## src/rtl/blwe_pkg.sv

```systemverilog
// ----------------------------------------------------------------------------
// blwe_pkg
// Operation codes, status codes and the command and status bundles that pass
// between the list controller and the list datapath.
// ----------------------------------------------------------------------------
package blwe_pkg;

  typedef enum logic [1:0] {
    KIND_PUSH  = 2'd0,
    KIND_POP   = 2'd1,
    KIND_ERASE = 2'd2,
    KIND_FIND  = 2'd3
  } kind_t;

  typedef enum logic [1:0] {
    ST_DONE    = 2'd0,
    ST_FULL    = 2'd1,
    ST_EMPTY   = 2'd2,
    ST_MISSING = 2'd3
  } status_t;

  // Commands from the controller to the datapath.
  typedef struct packed {
    logic    load;      // capture the search value and clear the index
    logic    push_wr;   // write the new value at the newest end
    logic    dec;       // drop one entry from the count
    logic    rd_en;     // read the entry memory
    logic    rd_next;   // read at index + 1 instead of index
    logic    idx_inc;   // advance the index
    logic    shift_wr;  // write the last read word at the index
    logic    hit;       // remember the index as the match position
    logic    report;    // register a result for the output strobe
    status_t status;
    logic    found;
  } dp_cmd_t;

  // Status from the datapath to the controller.
  typedef struct packed {
    logic full;
    logic empty;
    logic idx_lt_cnt;
    logic nxt_lt_cnt;
    logic match;
  } dp_stat_t;

endpackage

```

## src/rtl/blwe_ctrl.sv

```systemverilog
// ----------------------------------------------------------------------------
// blwe_ctrl
// Sequencer for the list: handles push and pop at once, and steps find and
// erase through the entry memory one word at a time.
// ----------------------------------------------------------------------------
module blwe_ctrl (
  input  logic               clk,
  input  logic               rst_n,
  input  logic               start,
  input  blwe_pkg::kind_t    in_kind,
  input  blwe_pkg::dp_stat_t stat,
  output blwe_pkg::dp_cmd_t  cmd,
  output logic               busy
);

  typedef enum logic [4:0] {
    S_IDLE     = 5'b00001,
    S_SCAN_RD  = 5'b00010,
    S_SCAN_CMP = 5'b00100,
    S_SHIFT_RD = 5'b01000,
    S_SHIFT_WR = 5'b10000
  } state_t;

  state_t          state_r, state_nxt;
  blwe_pkg::kind_t kind_r, kind_nxt;

  assign busy = (state_r != S_IDLE);

  always_comb begin
    state_nxt  = state_r;
    kind_nxt   = kind_r;
    cmd        = '0;
    cmd.status = blwe_pkg::ST_DONE;
    unique case (state_r)
      S_IDLE: begin
        if (start) begin
          kind_nxt = in_kind;
          unique case (in_kind)
            blwe_pkg::KIND_PUSH: begin
              cmd.report = 1'b1;
              if (stat.full) begin
                cmd.status = blwe_pkg::ST_FULL;
              end else begin
                cmd.push_wr = 1'b1;
              end
            end
            blwe_pkg::KIND_POP: begin
              cmd.report = 1'b1;
              if (stat.empty) begin
                cmd.status = blwe_pkg::ST_EMPTY;
              end else begin
                cmd.dec = 1'b1;
              end
            end
            blwe_pkg::KIND_ERASE, blwe_pkg::KIND_FIND: begin
              cmd.load  = 1'b1;
              state_nxt = S_SCAN_RD;
            end
            default: ;
          endcase
        end
      end
      S_SCAN_RD: begin
        if (stat.idx_lt_cnt) begin
          cmd.rd_en = 1'b1;
          state_nxt = S_SCAN_CMP;
        end else begin
          cmd.report = 1'b1;
          cmd.status = blwe_pkg::ST_MISSING;
          state_nxt  = S_IDLE;
        end
      end
      S_SCAN_CMP: begin
        if (stat.match) begin
          cmd.hit = 1'b1;
          if (kind_r == blwe_pkg::KIND_FIND) begin
            cmd.report = 1'b1;
            cmd.found  = 1'b1;
            state_nxt  = S_IDLE;
          end else begin
            state_nxt = S_SHIFT_RD;
          end
        end else begin
          cmd.idx_inc = 1'b1;
          state_nxt   = S_SCAN_RD;
        end
      end
      S_SHIFT_RD: begin
        // The index walks from the match toward the newest entry, pulling
        // each later word down by one place.
        if (stat.nxt_lt_cnt) begin
          cmd.rd_en   = 1'b1;
          cmd.rd_next = 1'b1;
          state_nxt   = S_SHIFT_WR;
        end else begin
          cmd.dec    = 1'b1;
          cmd.report = 1'b1;
          cmd.found  = 1'b1;
          state_nxt  = S_IDLE;
        end
      end
      S_SHIFT_WR: begin
        cmd.shift_wr = 1'b1;
        cmd.idx_inc  = 1'b1;
        state_nxt    = S_SHIFT_RD;
      end
      default: begin
        state_nxt = S_IDLE;
      end
    endcase
  end

  always_ff @(posedge clk) begin
    if (!rst_n) begin
      state_r <= S_IDLE;
      kind_r  <= blwe_pkg::KIND_PUSH;
    end else begin
      state_r <= state_nxt;
      kind_r  <= kind_nxt;
    end
  end

endmodule

```

## src/rtl/blwe_dpath.sv

```systemverilog
// ----------------------------------------------------------------------------
// blwe_dpath
// Entry memory, entry count, scan index and the registered result fields.
// ----------------------------------------------------------------------------
module blwe_dpath #(
  parameter int CAPACITY = 16
) (
  input  logic               clk,
  input  logic               rst_n,
  input  logic signed [31:0] in_value,
  input  blwe_pkg::dp_cmd_t  cmd,
  output blwe_pkg::dp_stat_t stat,
  output logic               out_valid,
  output logic [1:0]         out_status,
  output logic               out_found,
  output logic [3:0]         out_match_position,
  output logic [4:0]         out_entry_count,
  output logic               out_is_empty
);

  localparam int IDX_W = (CAPACITY > 1) ? $clog2(CAPACITY) : 1;
  localparam int CNT_W = $clog2(CAPACITY + 1);

  logic [31:0]      mem [CAPACITY];
  logic [31:0]      rdata_r;
  logic [31:0]      value_r;
  logic [CNT_W-1:0] count_r, count_nxt;
  // The index has the count's width so that a full scan can step past the
  // last entry without wrapping back to the oldest one.
  logic [CNT_W-1:0] idx_r, idx_nxt;
  logic [CNT_W-1:0] idx_plus1;
  logic [IDX_W-1:0] pos_r;
  logic [IDX_W-1:0] pos_sel;
  logic [IDX_W-1:0] rd_addr;
  logic [IDX_W-1:0] wr_addr;
  logic [31:0]      wr_data;
  logic             wr_en;
  logic [CNT_W-1:0] idx_w;
  logic [31:0]      pos_ext;
  logic [31:0]      cnt_ext;

  logic        out_valid_r;
  logic [1:0]  out_status_r;
  logic        out_found_r;
  logic [3:0]  out_pos_r;
  logic [4:0]  out_count_r;
  logic        out_empty_r;

  assign idx_w     = idx_r;
  assign idx_plus1 = idx_r + CNT_W'(1);

  assign stat.full       = (count_r >= CNT_W'(CAPACITY));
  assign stat.empty      = (count_r == '0);
  assign stat.idx_lt_cnt = (idx_w < count_r);
  assign stat.nxt_lt_cnt = (idx_plus1 < count_r);
  assign stat.match      = (rdata_r == value_r);

  always_comb begin
    count_nxt = count_r;
    if (cmd.push_wr) begin
      count_nxt = count_r + CNT_W'(1);
    end else if (cmd.dec) begin
      count_nxt = count_r - CNT_W'(1);
    end
  end

  always_comb begin
    idx_nxt = idx_r;
    if (cmd.load) begin
      idx_nxt = '0;
    end else if (cmd.idx_inc) begin
      idx_nxt = idx_plus1;
    end
  end

  // Reads and writes only happen below the count, so the address fits.
  assign rd_addr = cmd.rd_next ? idx_plus1[IDX_W-1:0] : idx_r[IDX_W-1:0];
  // A push only happens below capacity, so the count fits the index width.
  assign wr_addr = cmd.push_wr ? count_r[IDX_W-1:0] : idx_r[IDX_W-1:0];
  assign wr_data = cmd.push_wr ? 32'(in_value) : rdata_r;
  assign wr_en   = cmd.push_wr | cmd.shift_wr;

  always_ff @(posedge clk) begin
    if (wr_en) begin
      mem[wr_addr] <= wr_data;
    end
    if (cmd.rd_en) begin
      rdata_r <= mem[rd_addr];
    end
  end

  assign pos_sel = cmd.hit ? idx_r[IDX_W-1:0] : pos_r;
  assign pos_ext = cmd.found ? 32'(pos_sel) : 32'd0;
  assign cnt_ext = 32'(count_nxt);

  always_ff @(posedge clk) begin
    if (cmd.load) begin
      value_r <= 32'(in_value);
    end
    if (cmd.hit) begin
      pos_r <= idx_r[IDX_W-1:0];
    end
    idx_r        <= idx_nxt;
    out_status_r <= cmd.status;
    out_found_r  <= cmd.found;
    out_pos_r    <= pos_ext[3:0];
    out_count_r  <= cnt_ext[4:0];
    out_empty_r  <= (count_nxt == '0);
  end

  always_ff @(posedge clk) begin
    if (!rst_n) begin
      count_r     <= '0;
      out_valid_r <= 1'b0;
    end else begin
      count_r     <= count_nxt;
      out_valid_r <= cmd.report;
    end
  end

  assign out_valid          = out_valid_r;
  assign out_status         = out_status_r;
  assign out_found          = out_found_r;
  assign out_match_position = out_pos_r;
  assign out_entry_count    = out_count_r;
  assign out_is_empty       = out_empty_r;

  a_count_bound: assert property (@(posedge clk) disable iff (!rst_n)
    count_r <= CNT_W'(CAPACITY))
    else $error("entry count above capacity");

  a_push_room: assert property (@(posedge clk) disable iff (!rst_n)
    cmd.push_wr |-> !stat.full)
    else $error("push written into a full list");

  a_dec_nonempty: assert property (@(posedge clk) disable iff (!rst_n)
    cmd.dec |=> (count_r == $past(count_r) - CNT_W'(1)))
    else $error("entry count did not drop by one");

endmodule

```

## src/rtl/bounded_list_with_erase.sv

```systemverilog
// ----------------------------------------------------------------------------
// bounded_list_with_erase
// Ordered list of up to CAPACITY signed 32-bit values with push, pop,
// erase-first-match and find.
// ----------------------------------------------------------------------------
// Usage:
//   An item (in_kind, in_value) is taken at a clock edge where start is high
//   and busy is low. Every item gives one result, shown on the out_ ports for
//   exactly one cycle with out_valid high; the receiver cannot stall it.
//   Push and pop finish in the accept cycle: out_valid rises in the next
//   cycle and busy never rises, so these items may be issued every cycle.
//   Find and erase step through the entry memory one word at a time, in a
//   read state and then a compare or move state. An erase scans up to the
//   match position p, then does one read and one write for each later
//   entry that moves down.
//   Reset clears the entry count, the result strobe and the sequencer
//   state; the memory keeps stale words, which are never read because all
//   accesses stay below the count.
// ----------------------------------------------------------------------------
module bounded_list_with_erase #(
  parameter int CAPACITY = 16
) (
  input  logic               clk,
  input  logic               rst_n,
  input  logic               start,
  output logic               busy,
  input  logic [1:0]         in_kind,
  input  logic signed [31:0] in_value,
  output logic               out_valid,
  output logic [1:0]         out_status,
  output logic               out_found,
  output logic [3:0]         out_match_position,
  output logic [4:0]         out_entry_count,
  output logic               out_is_empty
);

  blwe_pkg::dp_cmd_t  cmd;
  blwe_pkg::dp_stat_t stat;

  blwe_ctrl u_ctrl (
    .clk     (clk),
    .rst_n   (rst_n),
    .start   (start),
    .in_kind (blwe_pkg::kind_t'(in_kind)),
    .stat    (stat),
    .cmd     (cmd),
    .busy    (busy)
  );

  blwe_dpath #(
    .CAPACITY (CAPACITY)
  ) u_dpath (
    .clk                (clk),
    .rst_n              (rst_n),
    .in_value           (in_value),
    .cmd                (cmd),
    .stat               (stat),
    .out_valid          (out_valid),
    .out_status         (out_status),
    .out_found          (out_found),
    .out_match_position (out_match_position),
    .out_entry_count    (out_entry_count),
    .out_is_empty       (out_is_empty)
  );

  a_accept_progress: assert property (@(posedge clk) disable iff (!rst_n)
    (start && !busy) |=> (out_valid || busy))
    else $error("accepted item neither reported nor in progress");

  a_found_done: assert property (@(posedge clk) disable iff (!rst_n)
    (out_valid && out_found) |-> (out_status == blwe_pkg::ST_DONE))
    else $error("match reported with a failure status");

endmodule

```

## config.mk

```make
export PLATFORM = sky130hd
export DESIGN_NAME = bounded_list_with_erase
export DESIGN_NICKNAME = d
export VERILOG_FILES = /design/src/rtl/blwe_pkg.sv /design/src/rtl/blwe_ctrl.sv /design/src/rtl/blwe_dpath.sv /design/src/rtl/bounded_list_with_erase.sv
export SDC_FILE = /design/constraint.sdc
export NUM_CORES = 1
export LEC_CHECK = 0
export BUFFER_PORTS_ARGS = -buffer_cell sky130_fd_sc_hd__buf_2
export CAP_MARGIN = 5
export CORE_MARGIN = 4
export CORE_UTILIZATION = 61
export CTS_CLUSTER_SIZE = 10
export DETAILED_ROUTE_END_ITERATION = 10
export PLACE_DENSITY = 0.78
export RECOVER_POWER = 25
export SETUP_SLACK_MARGIN = 0.1
export SLEW_MARGIN = 20
export SYNTH_ARGS = -nofsm -noshare
export SYNTH_HDL_FRONTEND = slang
export SYNTH_SLANG_ARGS = --single-unit
export TNS_END_PERCENT = 5
```

## constraint.sdc

```tcl
create_clock -name clk -period 6.87 [get_ports clk]
set_clock_uncertainty 0.1 [all_clocks]
set_input_delay 1.374 -clock clk [delete_from_list [all_inputs] [get_ports clk]]
set_output_delay 1.374 -clock clk [all_outputs]
set_load 0.02 [all_outputs]
```

==> metrics <==
FF-to-FF setup slack 1440 ps; post-synthesis register bit count 611; die area 0.04905 mm^2; met1 GRT Util 0.3991; library cells used by synthesis 67; Post-CTS Hold Fix Bufs 0; RSZ-0062 raised after global routing no; final worst setup slack 1435 ps; fin area 0.03059 mm^2; Final Total Pwr 0.007846 W; Setup-failing EPs final 0; Total Wirelength 70,760 um; Worst Hold Class reg2reg; max-slew violations 66; syn_nets 1,798; top cells by area, synth edfxtp_1, mux4_2, mux2i_1; post-DP HPWL 40,250 um; Logic pwr share 0.048; crit path time final 5435 ps; Worst VDD drop 0.2024 mV; Initial Util 0.6232; Mean Syn Cell Area 15.89 um^2; cell row count 77; routed via count 17,550; Worst EP required 7100 ps; most frequent cells in the layout edfxtp_1, mux2i_1, mux4_2; Int Pwr 0.006173 W; Root Driver clkbuf_16; Global Route Usage Sum 0.2843; Worst Setup End Kind flop; global-route wire length before repair 107,200 um; DRC errors left 0; Vias/cell 7.348; clk sinks 611; IO Port Bufs 51; TritonCTS clock tree built; Fin Setup TNS 0 ps; largest net degree at the start of global routing 77; Yosys top cell area share 0.6223; Mapped Cells 1,749; status finished, violations left; WL/cell 29.63 um; critical path arrival 5670 ps; Die Wd 221.5 um; Clk Latency, worst-skew pair 590 ps; TritonCTS buffer count 71; critical path class reg2reg; GR Util met3 0.05433; FMAX 184.0 MHz; r2r worst-path depth 10; Most used DFF post-synth edfxtp_1; startpoint type of the worst setup path flop; register area share after synthesis 0.6475; EDFF count, synth 576; final hold viol count 0; Hold Path Stages 2; first drt pass iteration count 5; sw frac 0.2133; Resize count post-CTS 0; NetSw 0.001674 W; number of nets in the layout 1,829; vias in the first global route 17,560; Pwr Density 256.5 mW/mm^2; I/O pin count 52; Cell Area, Synth 0.02780 mm^2; Placed Instance Area 0.02874 mm^2; # H-tree levels 3; failing checks max-capacitance violations, max-slew violations; pre-CTS setup slack 1565 ps; clock buffer depth 3; Post-DRT Antenna Nets 0; Seq pwr share 0.535; Worst slew margin -0.9240; fin crit share 0.7911; total grt overflow 0; warning count from the yosys run 0; Worst Max-Slew Pin Slew 2886 ps; Finished Layout Cells 2,388; GRT Max-Usage Layer met2; core area 0.04461 mm^2; Post-synth ARST share 0; Max FO, Critical Path 62; drt initial violations 2,724; Synth-to-Final Area Change 10.06%; P_leak 9.403 nW; share of layout cells above drive strength 1 0.1787; Antenna diodes 0; Worst-path clk slew 50 ps; die height 221.5 um; initial antenna violation count 0; grt met2 use 0.4509; RePlAce Congestion 0.8286; total setup buffers inserted after CTS 0; post-synth top area cell edfxtp_1; maxcap violations 2; most common cell after layout, fill and taps aside edfxtp_1; placed insts 2,299; Clock Power Share 0.416
==> metal layers <==
metal / share of wire / wire [um]
met2: 0.48 / 33690
met3: 0.11 / 7720
met1: 0.38 / 26720
met4: 0.037 / 2617
met5: 0 / 0
==> kinds of logic (layout without fill, tap and decap cells) <==
family / Yosys count / in the layout / synth area share
xor gates and xnor gates: 45 / 45 / 0.01418
AOI/OAI and AO/OA: 399 / 399 / 0.1026
and+or+nand+nor: 236 / 236 / 0.04339
muxes: 297 / 297 / 0.1643
buffers and inverters: 149 / 196 / 0.02273
adders and majority gates: 12 / 12 / 0.005401
DFF: 611 / 611 / 0.6475
==> worst max-delay path: stages, from the launching register on <==
cell      delay (ps)
dfxtp_4          810
ha_4             900
ha_1             380
a21boi_1         140
o41ai_1          600
o211a_1          380
mux2i_4          890
buf_4            420
o22ai_1          120
a41o_1           230
a31o_1           180
==> power groups by stage <==
stage,logic (W),clock network (W),registers (W)
floorplan,0.000238,0,0.00427
CTS,0.000386,0.00330,0.00420
detailed placement,0.000385,0,0.00427
global placement,0.000372,0,0.00427
global route,0.000406,0.00347,0.00420
finish,0.000380,0.00327,0.00420
==> through the flow <==
stage	hold slack, ps	utilization
after floorplan	325.1	-
after global placement	339.2	0.6442
after detailed placement	344.1	0.6442
after CTS	364.5	0.6875
after global routing	393.3	0.6858
final	362.3	0.6858
==> path summary, 6_finish.rpt <==
check,start,to
hold reg to reg,u_dpath.pos_r[0]$_DFF_P_,u_dpath.pos_r[0]$_DFF_P_
setup reg to reg,u_dpath.idx_r[1]$_SDFFE_PP0P_,u_dpath.rdata_r[15]$_DFFE_PP_
hold / removal,u_dpath.pos_r[0]$_DFF_P_,u_dpath.pos_r[0]$_DFF_P_
setup / recovery,u_dpath.idx_r[1]$_SDFFE_PP0P_,u_dpath.rdata_r[15]$_DFFE_PP_
==> cell usage after synthesis, drive strengths merged, types with 6 or more instances <==
cell type,number
edfxtp,576
mux2i,140
mux4,124
nor2,96
o22ai,94
o221ai,91
clkbuf,86
o21ai,69
buf,52
a21oi,44
xnor2,39
dfxtp,35
mux2,33
nand3,33
a311o,29
a211oi,25
nand2,25
nor3,21
nor2b,15
ha,12
inv,11
and2,8
nand4,8
a31oi,6
xor2,6
==> layout make-up <==
class	instances	area (um^2)
Sequential cell	611	18000
Fill cell	2838	14010
Multi-Input combinational cell	989	9351
Clock buffer	81	1836
Tap cell	592	740.7
Timing Repair Buffer	96	524.3
Clock inverter	8	93.84
Inverter	11	41.29
==> sequential cells by signal, summed over array words and instances, names as in the netlist, 4 cells and up <==
| signal | cells |
|---|---|
| u_dpath.out_entry_count | 5 |
| u_dpath.value_r | 32 |
| u_dpath.idx_r | 5 |
| u_dpath.pos_r | 4 |
| u_dpath.out_match_position | 4 |
| u_dpath.mem | 512 |
| u_dpath.count_r | 5 |
| u_dpath.rdata_r | 32 |
| u_ctrl.state_r | 5 |
No activity file was read; power rests on OpenSTA's default activity.
